File: config.mk
export PLATFORM = sky130hd
export DESIGN_NAME = nonoverlap_literal_match_finder_unit_flat
export DESIGN_NICKNAME = d
export VERILOG_FILES = /design/src/rtl/core/nlmf_pkg.sv /design/src/rtl/core/nlmf_if.sv /design/src/rtl/core/nlmf_cell.sv /design/src/rtl/core/nonoverlap_literal_match_finder_unit.sv /design/src/flat_wrapper.sv
export SDC_FILE = /design/constraint.sdc
export NUM_CORES = 1
export LEC_CHECK = 0
export BUFFER_PORTS_ARGS = -buffer_cell sky130_fd_sc_hd__buf_2
export CAP_MARGIN = 15
export CORE_ASPECT_RATIO = 2
export CORE_MARGIN = 1
export CORE_UTILIZATION = 40
export CTS_BUF_LIST = sky130_fd_sc_hd__clkbuf_16
export CTS_CLUSTER_DIAMETER = 200
export DETAILED_ROUTE_END_ITERATION = 8
export GPL_TIMING_DRIVEN = 1
export MAX_ROUTING_LAYER = met4
export PLACE_DENSITY_LB_ADDON = 0.25
export SLEW_MARGIN = 0
export SYNTH_ARGS = -nofsm -noshare
export SYNTH_HDL_FRONTEND = slang
export SYNTH_HIERARCHICAL = 1
export SYNTH_SLANG_ARGS = --single-unit
File: constraint.sdc
create_clock -name clk -period 5.9 [get_ports clk]
set_clock_uncertainty 0.2 [all_clocks]
set_input_delay 0.59 -clock clk [delete_from_list [all_inputs] [get_ports clk]]
set_output_delay 0.59 -clock clk [all_outputs]
set_load 0.005 [all_outputs]
File: src/rtl/core/nlmf_pkg.sv
// Shared constants and types for the literal match finder.
package nlmf_pkg;

  localparam int PATTERN_MAX = 8;
  localparam int OFFSET_BITS = 32;
  localparam int PAT_BYTES   = 8;
  localparam int PAT_IDX_W   = 3;
  localparam int LEN_W       = 4;
  localparam int LIMIT_W     = 16;
  localparam int POS_W       = 32;
  localparam int CFG_W       = 64;
  localparam int CFG_IDX_W   = 2;
  localparam int STATUS_W    = 2;
  localparam int AGE_W       = (PATTERN_MAX > 1) ? $clog2(PATTERN_MAX) : 1;

  localparam logic [LEN_W-1:0]   LEN_RESET   = LEN_W'(1);
  localparam logic [LIMIT_W-1:0] LIMIT_RESET = LIMIT_W'(256);

  typedef logic [PAT_BYTES-1:0][7:0] pattern_t;

  typedef enum logic [CFG_IDX_W-1:0] {
    REG_PATTERN_BYTES = 2'd0,
    REG_PAT_LEN       = 2'd1,
    REG_MATCH_LIMIT   = 2'd2
  } cfg_reg_t;

  typedef enum logic [STATUS_W-1:0] {
    STATUS_OK       = 2'd0,
    STATUS_TOO_MANY = 2'd1,
    STATUS_EMPTY    = 2'd2
  } status_t;

  typedef struct packed {
    logic shift;
    logic clear;
  } cell_ctrl_t;

endpackage

File: src/rtl/core/nlmf_if.sv
// Handshake interfaces for text beats and result beats.
interface nlmf_text_if;
  logic       valid;
  logic       ready;
  logic [7:0] text_byte;
  logic       last_byte;

  modport source (output valid, text_byte, last_byte, input ready);
  modport sink (input valid, text_byte, last_byte, output ready);
endinterface

interface nlmf_result_if;
  logic        valid;
  logic        ready;
  logic        match_found;
  logic [31:0] match_start;
  logic [31:0] match_end;
  logic        end_of_text;
  logic [1:0]  search_status;

  modport source (output valid, match_found, match_start, match_end, end_of_text,
                  search_status, input ready);
  modport sink (input valid, match_found, match_start, match_end, end_of_text,
                search_status, output ready);
endinterface

File: src/rtl/core/nlmf_cell.sv
// One history cell: holds one past byte and compares its input against the pattern.
module nlmf_cell
  import nlmf_pkg::*;
(
  input  logic             clk,
  input  logic             rst,
  input  logic [AGE_W-1:0] age,
  input  pattern_t         pattern,
  input  logic [LEN_W-1:0] pat_len,
  input  cell_ctrl_t       ctrl,
  input  logic [7:0]       byte_in,
  output logic [7:0]       byte_out,
  output logic             pass
);

  logic [7:0]       byte_q;
  logic [LEN_W-1:0] age_ext;
  logic [LEN_W-1:0] idx;

  always_ff @(posedge clk) begin
    if (rst) begin
      byte_q <= '0;
    end else if (ctrl.shift) begin
      byte_q <= ctrl.clear ? 8'd0 : byte_in;
    end
  end

  assign age_ext  = LEN_W'(age);
  assign idx      = pat_len - age_ext - LEN_W'(1);
  assign pass     = (age_ext >= pat_len) ||
                    (byte_in == pattern[idx[PAT_IDX_W-1:0]]);
  assign byte_out = byte_q;

endmodule

File: src/rtl/core/nonoverlap_literal_match_finder_unit.sv
// Top level of the non-overlapping literal match finder.
// Takes one text beat per cycle and answers it from a registered result stage;
// a new text beat is taken whenever that stage is empty or being drained in the same cycle, so
// the sustained rate is one byte per clock. A row of PATTERN_MAX cells shifts the recent bytes
// and compares every pattern position in parallel, and a single offset compare decides whether
// the candidate starts past the previous match. A result beat comes for each reported match and
// for every byte marked last, which also clears the history and counters for the next text.
module nonoverlap_literal_match_finder_unit
  import nlmf_pkg::*;
(
  input  logic                 clk,
  input  logic                 rst,
  nlmf_text_if.sink            text,
  nlmf_result_if.source        result,
  input  logic                 cfg_write,
  input  logic [CFG_IDX_W-1:0] cfg_index,
  input  logic [CFG_W-1:0]     cfg_data
);

  pattern_t               pattern_bytes;
  logic [LEN_W-1:0]       pat_len;
  logic [LIMIT_W-1:0]     match_limit;

  logic [OFFSET_BITS-1:0] byte_offset;
  logic [OFFSET_BITS-1:0] next_allowed_start;
  logic [LIMIT_W-1:0]     match_count;
  logic                   overflowed;

  logic                   out_valid;
  logic                   out_found;
  logic [POS_W-1:0]       out_start;
  logic [POS_W-1:0]       out_end;
  logic                   out_eot;
  status_t                out_status;

  logic                   accept;
  cell_ctrl_t             ctrl;
  logic [7:0]             chain [PATTERN_MAX+1];
  logic [PATTERN_MAX-1:0] pass;

  logic [OFFSET_BITS:0]   p1;
  logic [OFFSET_BITS:0]   s_wide;
  logic [OFFSET_BITS-1:0] s;
  logic                   len_ok;
  logic                   cand;
  logic                   hit;
  logic                   over_set;
  status_t                status;

  always_ff @(posedge clk) begin
    if (rst) begin
      pattern_bytes <= '0;
      pat_len       <= LEN_RESET;
      match_limit   <= LIMIT_RESET;
    end else if (cfg_write) begin
      case (cfg_reg_t'(cfg_index))
        REG_PATTERN_BYTES: pattern_bytes <= pattern_t'(cfg_data);
        REG_PAT_LEN:       pat_len       <= cfg_data[LEN_W-1:0];
        REG_MATCH_LIMIT:   match_limit   <= cfg_data[LIMIT_W-1:0];
        default: ;
      endcase
    end
  end

  assign accept     = text.valid && text.ready;
  assign text.ready = !out_valid || result.ready;
  assign ctrl.shift = accept;
  assign ctrl.clear = text.last_byte;
  assign chain[0]   = text.text_byte;

  for (genvar k = 0; k < PATTERN_MAX; k++) begin : g_cell
    nlmf_cell u_cell (
      .clk      (clk),
      .rst      (rst),
      .age      (AGE_W'(k)),
      .pattern  (pattern_bytes),
      .pat_len  (pat_len),
      .ctrl     (ctrl),
      .byte_in  (chain[k]),
      .byte_out (chain[k+1]),
      .pass     (pass[k])
    );
  end

  assign p1       = {1'b0, byte_offset} + (OFFSET_BITS+1)'(1);
  assign s_wide   = p1 - (OFFSET_BITS+1)'(pat_len);
  assign s        = s_wide[OFFSET_BITS-1:0];
  assign len_ok   = (pat_len != '0) && (pat_len <= LEN_W'(PATTERN_MAX));
  assign cand     = len_ok && !overflowed && (p1 >= (OFFSET_BITS+1)'(pat_len)) &&
                    (s_wide >= {1'b0, next_allowed_start}) && (&pass);
  assign hit      = cand && (match_count < match_limit);
  assign over_set = cand && (match_count >= match_limit);

  always_comb begin
    if (pat_len == '0) begin
      status = STATUS_EMPTY;
    end else if (overflowed || over_set) begin
      status = STATUS_TOO_MANY;
    end else begin
      status = STATUS_OK;
    end
  end

  always_ff @(posedge clk) begin
    if (rst) begin
      byte_offset        <= '0;
      next_allowed_start <= '0;
      match_count        <= '0;
      overflowed         <= 1'b0;
    end else if (accept) begin
      if (text.last_byte) begin
        byte_offset        <= '0;
        next_allowed_start <= '0;
        match_count        <= '0;
        overflowed         <= 1'b0;
      end else begin
        byte_offset <= p1[OFFSET_BITS-1:0];
        if (hit) begin
          match_count        <= match_count + LIMIT_W'(1);
          next_allowed_start <= p1[OFFSET_BITS-1:0];
        end
        if (over_set) begin
          overflowed <= 1'b1;
        end
      end
    end
  end

  always_ff @(posedge clk) begin
    if (rst) begin
      out_valid <= 1'b0;
    end else if (accept) begin
      out_valid <= hit || text.last_byte;
    end else if (result.ready) begin
      out_valid <= 1'b0;
    end
  end

  always_ff @(posedge clk) begin
    if (accept) begin
      out_found  <= hit;
      out_start  <= hit ? POS_W'(s) : '0;
      out_end    <= hit ? POS_W'(p1) : '0;
      out_eot    <= text.last_byte;
      out_status <= text.last_byte ? status : STATUS_OK;
    end
  end

  assign result.valid         = out_valid;
  assign result.match_found   = out_found;
  assign result.match_start   = out_start;
  assign result.match_end     = out_end;
  assign result.end_of_text   = out_eot;
  assign result.search_status = out_status;

endmodule

File: src/flat_wrapper.sv
// flat-port wrapper written by rule: the top's interface ports become plain ports
module nonoverlap_literal_match_finder_unit_flat import nlmf_pkg::*;
  (clk, rst, cfg_write, cfg_index, cfg_data, text_valid, text_text_byte, text_last_byte, text_ready, result_valid, result_match_found, result_match_start, result_match_end, result_end_of_text, result_search_status, result_ready);
  nlmf_text_if text_i ();
  nlmf_result_if result_i ();
  input  logic clk;
  input  logic rst;
  input  logic cfg_write;
  input  logic [CFG_IDX_W-1:0] cfg_index;
  input  logic [CFG_W-1:0] cfg_data;
  input wire logic [$bits(text_i.valid)-1:0] text_valid;
  input wire logic [$bits(text_i.text_byte)-1:0] text_text_byte;
  input wire logic [$bits(text_i.last_byte)-1:0] text_last_byte;
  output wire logic [$bits(text_i.ready)-1:0] text_ready;
  output wire logic [$bits(result_i.valid)-1:0] result_valid;
  output wire logic [$bits(result_i.match_found)-1:0] result_match_found;
  output wire logic [$bits(result_i.match_start)-1:0] result_match_start;
  output wire logic [$bits(result_i.match_end)-1:0] result_match_end;
  output wire logic [$bits(result_i.end_of_text)-1:0] result_end_of_text;
  output wire logic [$bits(result_i.search_status)-1:0] result_search_status;
  input wire logic [$bits(result_i.ready)-1:0] result_ready;
  assign text_i.valid = text_valid;
  assign text_i.text_byte = text_text_byte;
  assign text_i.last_byte = text_last_byte;
  assign text_ready = text_i.ready;
  assign result_valid = result_i.valid;
  assign result_match_found = result_i.match_found;
  assign result_match_start = result_i.match_start;
  assign result_match_end = result_i.match_end;
  assign result_end_of_text = result_i.end_of_text;
  assign result_search_status = result_i.search_status;
  assign result_i.ready = result_ready;
  nonoverlap_literal_match_finder_unit u_core (.clk(clk), .rst(rst), .text(text_i), .result(result_i), .cfg_write(cfg_write), .cfg_index(cfg_index), .cfg_data(cfg_data));
endmodule
After elaboration in Yosys (flattened, before gate mapping) --
Cells that the tools add are included.
Cells by class: divide/modulo/power cells 0, reduce and logical (&&, ||, !) cells 34, order comparisons 21, multipliers 0, bitwise operators 1, shift operators 0, multiplexer cells 34, equal/unequal tests 10, add/subtract/negate cells 17
Operators with widths (count):
- $bmux 8 s3 | 8
- $mux 8 | 15
- $mux 32 | 3
- $eq 8x8->1 | 8
- $add 32x1->33 const B | 1
- $ge 33x32->1 | 1
- $ge 33x4->1 | 1
- $sub 33x4->33 | 1
- $lt 3x4->1 const B | 8
- $mux 16 | 2
- $sub 3x1->3 const B | 8
- $add 16x1->16 const B | 1
- $ge 16x16->1 | 1
- $ge 3x4->1 const A | 4
- $lt 16x16->1 | 1
- $sub 3x3->3 const B | 4
- $logic_or 1x1->1 | 11
- $reduce_and 2->1 | 5
- $ge 1x4->1 const A | 2
- $ge 2x4->1 const A | 2
- $logic_and 1x1->1 | 8
- $reduce_and 8->1 | 1
- $reduce_bool 2->1 | 3
- $sub 3x2->3 const B | 2
- other kinds (11) | 16
Word-level totals: ROM bits 0, memory bits (writable) 0, register bits 290, latch bits 0, word-level logic and storage cells 145, memories 0

Depth between registers and ports, before layout --
Gate-level depths: netlist (run 1).
depth in word-level cells 12, depth in mapped cells 26, depth with buffers taken out 23

Modules after synthesis --
The synthesis (run 1) kept the hierarchy.
By module, submodules not included:
- nonoverlap_literal_match_finder_unit | sequential area each 5365.1 sq um, area an instance 11410.9 sq um, instances 1, cells an instance 1269
- nlmf_cell | sequential area each 160.2 sq um, area an instance 1029.7 sq um, instances 8, cells an instance 90

Least setup slack after synthesis (run 1) --
Ideal clock, no wire load.
kind register to register, from register u_core.pat_len[1], to register u_core.next_allowed_start[11], stages on the path, launching flop included 21, slack 41 ps, clock period less this slack 5859 ps, path buffers 1, data arrival time 5588 ps, cells stage by stage dfxtp_1 -> inv_1 -> ha_1 -> a21o_1 -> a21o_1 -> a211oi_1 -> nand4_1 -> or3_1 -> nor2_1 -> xnor2_1 -> ha_1 -> a21o_1 -> a21oi_1 -> o21ai_0 -> a2111oi_0 -> nand3b_1 -> mux2i_1 -> o31ai_1 -> a21oi_1 -> clkbuf_1 -> o2bb2ai_2
On the way: elaborated cells on any way between the ends 68, those cells by class add/sub (15); order compare (11); eq/ne (8); mux (16); reduce/logical (18)
RTL lines:
- start, declared | line nonoverlap_literal_match_finder_unit.sv:21 | logic [LEN_W-1:0] pat_len;
- start signal, assigned | line nonoverlap_literal_match_finder_unit.sv:58 | REG_PAT_LEN: pat_len <= cfg_data[LEN_W-1:0];
- $sub 33x4->33 | line nonoverlap_literal_match_finder_unit.sv:86 | assign s_wide = p1 - (OFFSET_BITS+1)'(pat_len);
- named net u_core.s_wide[23] | line nonoverlap_literal_match_finder_unit.sv:42 | logic [OFFSET_BITS:0] s_wide;
- $ge 33x32->1 | line nonoverlap_literal_match_finder_unit.sv:90 | (s_wide >= {1'b0, next_allowed_start}) && (&pass);
- $logic_and 1x1->1 | line nonoverlap_literal_match_finder_unit.sv:89 | assign cand = len_ok && !overflowed && (p1 >= (OFFSET_BITS+1)'(pat_len)) &&
- $logic_and 1x1->1 | line nonoverlap_literal_match_finder_unit.sv:90
- $logic_and 1x1->1 | line nonoverlap_literal_match_finder_unit.sv:91 | assign hit = cand && (match_count < match_limit);
- $reduce_bool 2->1 (no source line)
- $reduce_and 2->1 (no source line)
- end signal, assigned | line nonoverlap_literal_match_finder_unit.sv:120 | next_allowed_start <= p1[OFFSET_BITS-1:0];
- end, declared | line nonoverlap_literal_match_finder_unit.sv:25 | logic [OFFSET_BITS-1:0] next_allowed_start;
The timed path passes the listed nets, and every way through them passes these cells. The select of a mux whose other input is x is not followed. A chain may end at the register's enable or synchronous reset.

Final worst setup path (run 1) --
from register u_core.pat_len[1], to register u_core.next_allowed_start[29]
On the way: word-level cells in the longest chain between the ends 11, elaborated cells on any way between the ends 68, those cells by class add/sub (15); order compare (11); eq/ne (8); mux (16); reduce/logical (18)
Ends and longest elaborated chain:
- $sub 3x3->3 | line nlmf_cell.sv:29 | assign idx = pat_len - age_ext - LEN_W'(1);
- $sub 3x1->3 | line nlmf_cell.sv:29
- $bmux 8 s3 | line nlmf_cell.sv:31 | (byte_in == pattern[idx[PAT_IDX_W-1:0]]);
- $mux 8 (not written as such) | line nlmf_cell.sv:31
- $eq 8x8->1 | line nlmf_cell.sv:31
- $logic_or 1x1->1 (*) | line nlmf_cell.sv:30 | assign pass = (age_ext >= pat_len) ||
- named net u_core.pass[7] | line nonoverlap_literal_match_finder_unit.sv:39 | logic [PATTERN_MAX-1:0] pass;
- $reduce_and 8->1 (*) | line nonoverlap_literal_match_finder_unit.sv:90
- $logic_and 1x1->1 (*) | line nonoverlap_literal_match_finder_unit.sv:90
- $logic_and 1x1->1 (*) | line nonoverlap_literal_match_finder_unit.sv:91
- $reduce_bool 2->1 (no source line) (*)
- $reduce_and 2->1 (no source line) (*)
The timed path passes the listed nets; every way through them passes the cells marked *. The select of a mux whose other input is x is not followed.

==> summary.txt, run 1 <==
Worst setup path
  • FF-to-FF End: u_core/next_allowed_start[29]$_SDFFE_PP0P_
  • Worst reg2reg path depth: 19
  • CP dominant cell by count: buf_4
  • CP max FO: 19
  • CP required: roughly 6 ns
  • Critical path class: register to register
  • Crit path capture type: register
  • CP Cell Sequence: buf_4, fa_1, mux4_1, xor2_1, nor4_1, nand2_1, o221ai_2, nand4_1, nor4_1, buf_4, nand4_1, a31o_2, buf_4, o31ai_2, buf_4, a21oi_4, buf_12, clkbuf_16, a22o_1
  • Reg2reg setup slack: 0.14 ns
  • Reg2Reg Launch Point: u_core/pat_len[1]$_SDFFE_PP0P_
  • CP Data Arrival Time: 6.03 ns
  • CP Launch Type: register
  • Worst-path cell with the longest stage delay: fa_1
  • Largest stage delay, worst path: about 0.8 ns

GRT
  • Largest net degree at the start of global routing: 139
  • GRT Total Usage: 0.287
  • Initial antenna violation count: 2
  • Vias in the first global route: 16.7k
  • First-pass GRT wire length: 101,000 µm
  • GR Overflow Total: 0

Clocking
  • Clk_lat worst skew: 0.58 ns
  • Clock slew at reported path FFs: around 0.070 ns
  • H-tree depth: 1
  • CTS buffer count: 29
  • CTS sink count: 290
  • CTS tree: built
  • Clock buffer depth: 3
  • Post-CTS Hold Fix Bufs: 0
  • CTS root buf: clkbuf_16

Routing
  • Final ANT Viol Nets: 0
  • DR DRC count: 0
  • Routed len/inst: 24.3 µm
  • DRT iter0 DRCs: 1,164
  • TritonRoute pass-1 iters: 6
  • Routed wire length: around 69,000 µm
  • Vias: 16.3k
  • Drt via density: 5.78

Pwr
  • Power, Total: 5120 µW
  • Sequential Power Share: 0.422
  • Power density cells: 229 mW/mm²
  • Int Pwr: 3540 µW
  • Switching part of the total: 0.308
  • NetSw: 1580 µW
  • Peak VDD IR: around 0.22 mV
  • Clock share of power: 0.351
  • Leakage: 0.00954 µW
  • Comb power frac: 0.227

Cells and area
  • Syn-to-layout area delta: 15.3%
  • Register area: 0.00649 mm²
  • Final std cells w/o fill: 2,823
  • Layout Utilization: 0.468
  • Layout cells sized above 1: 0.190
  • Area of the multi-input gates: around 0.012 mm²
  • Final nets: 2,342
  • Filler instances: 4,591

Flow run
  • Max Cap Viol: 0

Die
  • Chip width: roughly 160 µm
  • Core area: about 0.048 mm²
  • Num ports: 150
  • Row cnt: 113
  • Starting density of the core: 0.406
  • Chip Height: 313 µm
  • Die area: between 0.04 and 0.05 mm²

Worst hold path
  • Hold endpoint: u_core/pattern_bytes[27]$_SDFFE_PP0P_
  • Hold Startpoint: cfg_data[27]
  • Hold crit path type: input port to register
  • Hold depth: 3

Logic synthesis
  • Mapped Cells: 1,955
  • Synthesized cell area: 0.0194 mm²
  • Mean Syn Cell Area: 9.90 µm²
  • Warnings from Yosys: 6

Placement
  • # placed instances: 2,762
  • DP HPWL: between 50,000 and 60,000 µm
  • Port buffer count: 149
  • GP Congestion: 1.08
  • DP Worst Slack: -0.207 ns

STA
  • # setup viols final: 0
  • Final hold violations: 0
  • Setup TNS: 0 ns
  • Max-slew violations: 0
  • Final Cycle Share: 0.976
  • Worst Tran Pin Value: slightly above 0.9 ns
  • Worst Slack Setup Final: 0.144 ns
  • Highest Clock Rate: 174 MHz
  • Worst relative slew slack: 0.388
  • Final Critical Period: 5.76 ns

Outcome
  • Outcome: finished clean
[registers in the layout, indices dropped and copies added, names as in the netlist]
name,cells
u_core/result.match_found,1
u_core/pattern_bytes,64
u_core/match_limit,16
u_core/result.match_end,32
u_core/g_cell.u_cell/byte_out,56
u_core/byte_offset,32
u_core/result.match_start,32
u_core/overflowed,1
u_core/result.end_of_text,1
u_core/result.valid,1
u_core/result.search_status,2
u_core/next_allowed_start,32
u_core/match_count,16
u_core/pat_len,4
[stage by stage]
stage          area [µm²]  hold WS [ns]
6_report            22300        0.0418
3_3_place_gp        21300         0.244
5_1_grt             22300        0.0377
2_1_floorplan       19500         0.232
4_1_cts             22200        0.0133
3_5_place_dp        21300         0.247
[cell type report]
class / instances / share of cell area
antenna: 2 / 0.000224
clock buffer: 29 / 0.0325
clock inverter: 24 / 0.00751
inverter: 95 / 0.0161
multi-input combinational: 1486 / 0.539
sequential: 290 / 0.291
tap: 632 / 0.0354
timing repair buffer: 265 / 0.0782
[power groups by stage]
stage	Sequential [µW]	Combinational, µW	Clock [µW]
5_1_grt	2170	1240	1910
3_3_place_gp	2200	1100	0
2_1_floorplan	2180	720	0
6_report	2160	1160	1800
3_5_place_dp	2200	1110	0
4_1_cts	2160	1120	1850
[worst max-delay path: cells and delay by family, from the launching register on]
| family | cells | cell delay [ns] |
|---|---|---|
| buffers and inverters | 6 | 1.20 |
| XOR/XNOR | 1 | 0.19 |
| AND/OR/NAND/NOR | 5 | 1.29 |
| multiplexers | 1 | 0.50 |
| adder cells (fa/ha/maj) | 1 | 0.78 |
| flip-flops | 1 | 0.35 |
| AO/OA/AOI/OAI | 5 | 1.12 |
[metal layers]
layer,global-route usage,wire [µm]
met5,-,0
met1,0.252,20500
met2,0.517,36400
met4,0.267,7870
met3,0.0400,3820
[timing repair]
action,4_1_cts,5_1_grt
endpoints found under the setup margin,46,85
gates cloned,0,3
pin swaps,0,4
buffers inserted,0,3
resized for setup,4,14
[worst max-delay path by stage]
stage | slack (ns) | depth (start not counted) | endpoint | startpoint
after floorplan | 0.04 | 20 | u_core/next_allowed_start[11]$_SDFFE_PP0P_ | u_core/pat_len[1]$_SDFFE_PP0P_
after global placement | -0.20 | 25 | u_core/match_count[1]$_SDFFE_PP0P_ | u_core/byte_offset[0]$_SDFFE_PP0P_
after detailed placement | -0.21 | 25 | u_core/next_allowed_start[29]$_SDFFE_PP0P_ | u_core/byte_offset[0]$_SDFFE_PP0P_
after CTS | 0.01 | 24 | u_core/match_count[9]$_SDFFE_PP0P_ | u_core/byte_offset[0]$_SDFFE_PP0P_
after global routing | -0.05 | 28 | u_core/next_allowed_start[8]$_SDFFE_PP0P_ | u_core/byte_offset[0]$_SDFFE_PP0P_
final | 0.14 | 19 | u_core/next_allowed_start[29]$_SDFFE_PP0P_ | u_core/pat_len[1]$_SDFFE_PP0P_
[layout by cell type (no fill, tap or decap), types with 16 or more instances in the layout]
cell and count:
dfxtp_1 221, nand2_1 207, a21oi_1 201, nor2_1 164, xor2_1 155, buf_2 148
buf_4 107, inv_1 99, ha_1 86, mux4_1 72, edfxtp_1 68, nor2b_1 62
mux4_2 56, xnor2_1 37, nor4_1 37, nand3_1 36, and2_1 34, conb_1 32
clkbuf_16 31, nand4_1 30, o21ai_0 27, a21o_1 26, nand2b_1 19, nor3_1 17
o2bb2ai_1 17, and3_1 16
Power figures use the tool's default switching activity.
==> inputs of run 2 (changes only) <==
--- a/config.mk
+++ b/config.mk
@@ -9,7 +9,7 @@
 export CAP_MARGIN = 15
 export CORE_ASPECT_RATIO = 2
 export CORE_MARGIN = 1
-export CORE_UTILIZATION = 40
+export CORE_UTILIZATION = 56
 export CTS_BUF_LIST = sky130_fd_sc_hd__clkbuf_16
 export CTS_CLUSTER_DIAMETER = 200
 export DETAILED_ROUTE_END_ITERATION = 8
==> run 2 against run 1 <==
Against the previous run: wire length shrank 9.3%; first-iteration DRC count shrank 24%; die area shrank 28%; register-to-register slack gained 0.02 ns; largest cell class unchanged.
==> summary.txt, run 2 (synthesis results as in run 1) <==
Routing
  • Wl on met1: 19,400 µm
  • TritonRoute pass-1 iters: 5
  • Met2 Wirelength: ~31,000 µm
  • DR DRC count: 0
  • DR top layer: met4
  • Drt via density: 6.25
  • Met3 Wirelength: approximately 4100 µm
  • Final ANT Viol Nets: 0
  • Routed len/inst: about 24 µm
  • Vias: approximately 16k
  • DRT iter0 DRCs: ~900
  • Routed wire length: between 60,000 and 70,000 µm

GRT
  • Vias in the first global route: approximately 16k
  • GR Overflow Total: 0
  • First-pass GRT wire length: around 94,000 µm
  • Largest net degree at the start of global routing: 94
  • GRT Total Usage: 0.367
  • Initial antenna violation count: 0

STA
  • Final hold violations: 0
  • Worst relative slew slack: 0.326
  • Highest Clock Rate: 174 MHz
  • Final Critical Period: 5.74 ns
  • Worst Tran Pin Value: 1.01 ns
  • Final Cycle Share: 0.972
  • # setup viols final: 0
  • RSZ-0062 raised after global routing: no
  • Max-slew violations: 0
  • Worst Slack Setup Final: 0.165 ns

Die
  • Chip width: 133 µm
  • Starting density of the core: 0.567
  • Chip Height: 265 µm
  • Die area: 0.0354 mm²
  • Row cnt: between 90 and 100
  • Core area: 0.0341 mm²
  • Num ports: 150

Placement
  • # placed instances: 2,529
  • GP Congestion: 1.08
  • DP Worst Slack: -0.118 ns
  • DP HPWL: approximately 46,000 µm
  • Port buffer count: around 150

Cells and area
  • Layout Utilization: 0.634
  • Layout cells sized above 1: 0.171
  • # diodes: 0
  • Max FFs per register: 64
  • Most frequent cells in the layout: 222 x dfxtp_1, 207 x nand2_1, 201 x a21oi_1, 165 x nor2_1, 159 x xor2_1
  • Final nets: 2,294
  • Most flops, register: u_core/pattern_bytes
  • Final std cells w/o fill: 2,580
  • Most common cell after layout, fill and taps aside: dfxtp_1
  • Filler instances: 2,852
  • Syn-to-layout area delta: 11.7%

Worst setup path
  • CP Data Arrival Time: 6.04 ns
  • Crit path capture type: register
  • Largest stage delay, worst path: 0.66 ns
  • CP required: 6.20 ns
  • Critical path class: register to register
  • Reg2reg setup slack: 0.16 ns
  • CP max FO: 28
  • Worst-path cell with the longest stage delay: nor4_1
  • CP Cell Sequence: buf_4, ha_1, buf_4, mux4_2, xor2_1, nor4_1, nand3_1, o221ai_2, nand4_1, nor4_1, nand4_1, a31o_2, o31a_1, buf_12, or4_1, a21oi_1
  • Worst reg2reg path depth: 16
  • FF-to-FF End: u_core/match_count[11]$_SDFFE_PP0P_
  • CP Launch Type: register
  • Reg2Reg Launch Point: u_core/pat_len[0]$_SDFFE_PP1P_

Clocking
  • Clk_lat worst skew: roughly 0.58 ns
  • Clock buffer depth: 3
  • CTS root buf: clkbuf_16
  • CTS buffer count: 27
  • CTS tree: built
  • Post-CTS Hold Fix Bufs: 0
  • Clock slew at reported path FFs: around 0.070 ns
  • CTS sink count: 290
  • H-tree depth: 1

Worst hold path
  • Hold crit path type: input port to register
  • Hold endpoint: u_core/match_limit[8]$_SDFFE_PP1P_
  • Hold depth: 2
  • Hold Startpoint: cfg_data[8]

Pwr
  • Leakage: 0.00931 µW
  • Power density cells: about 230 mW/mm²
  • Peak VDD IR: 0.235 mV

Flow run
  • Max Cap Viol: 0

Outcome
  • Outcome: finished clean
[run 2: worst max path at each step]
stage	from	slack (ns)	endpoint	cells past startpoint
finish	u_core/pat_len[0]$_SDFFE_PP1P_	0.16	u_core/match_count[11]$_SDFFE_PP0P_	16
detailed placement	u_core/byte_offset[2]$_SDFFE_PP0P_	-0.12	u_core/next_allowed_start[27]$_SDFFE_PP0P_	23
global route	u_core/byte_offset[1]$_SDFFE_PP0P_	0.0005	u_core/match_count[11]$_SDFFE_PP0P_	22
global placement	u_core/byte_offset[2]$_SDFFE_PP0P_	0.01	u_core/match_count[15]$_SDFFE_PP0P_	23
CTS	u_core/byte_offset[1]$_SDFFE_PP0P_	0.04	u_core/result.match_start[4]$_SDFFCE_PN0P_	20
floorplan	u_core/pat_len[1]$_SDFFE_PP0P_	0.04	u_core/next_allowed_start[11]$_SDFFE_PP0P_	20
[run 2: metrics by stage]
stage                     hold slack [ns]  area, µm²  setup TNS [ns]  total power, µW
after floorplan                     0.232      19500               0             2900
after global placement              0.245      20700               0             3220
after detailed placement            0.247      20700           -6.86             3240
after CTS                          0.0275      21500               0             4960
after global routing               0.0468      21600               0             5160
final                              0.0493      21600               0             4980
[run 2: timing repair]
| action | in CTS | in global routing |
|---|---|---|
| pin swaps | 0 | 3 |
| setup endpoints to repair | 97 | 115 |
| resized for setup | 3 | 12 |
| setup buffers | 0 | 2 |
| hold endpoints to repair | 0 | 0 |
[run 2: worst max-delay path, delay by kind of cell, from the launching register on]
family          cells  cell delay (ns)
simple gates        6             2.26
compound gates      4             0.95
buf+inv             3             0.73
mux                 1             0.52
fa+ha+maj           1             0.48
flops               1             0.36
xor+xnor            1             0.16
[run 2: report_power, final]
group / leakage (µW) / internal [µW] / switching (µW) / total, µW
clock: 0.000440 / 927 / 808 / 1730
combinational: 0.00638 / 471 / 618 / 1090
sequential: 0.00249 / 2090 / 69.9 / 2160
total: 0.00931 / 3490 / 1500 / 4980
[run 2: cell type report]
type / instances / area (µm²) / share of cell area
multi-input combinational: 1486 / 12000 / 0.557
clock buffer: 27 / 676 / 0.0313
tap: 441 / 552 / 0.0255
clock inverter: 22 / 173 / 0.00799
inverter: 95 / 359 / 0.0166
sequential: 290 / 6490 / 0.300
timing repair buffer: 219 / 1340 / 0.0620
[run 2: metal layers]
metal / vias to the layer above / GRT usage
met5: - / -
li1: 7358 / -
met2: 768 / 0.626
met4: 0 / 0.360
met1: 7634 / 0.336
met3: 360 / 0.0687
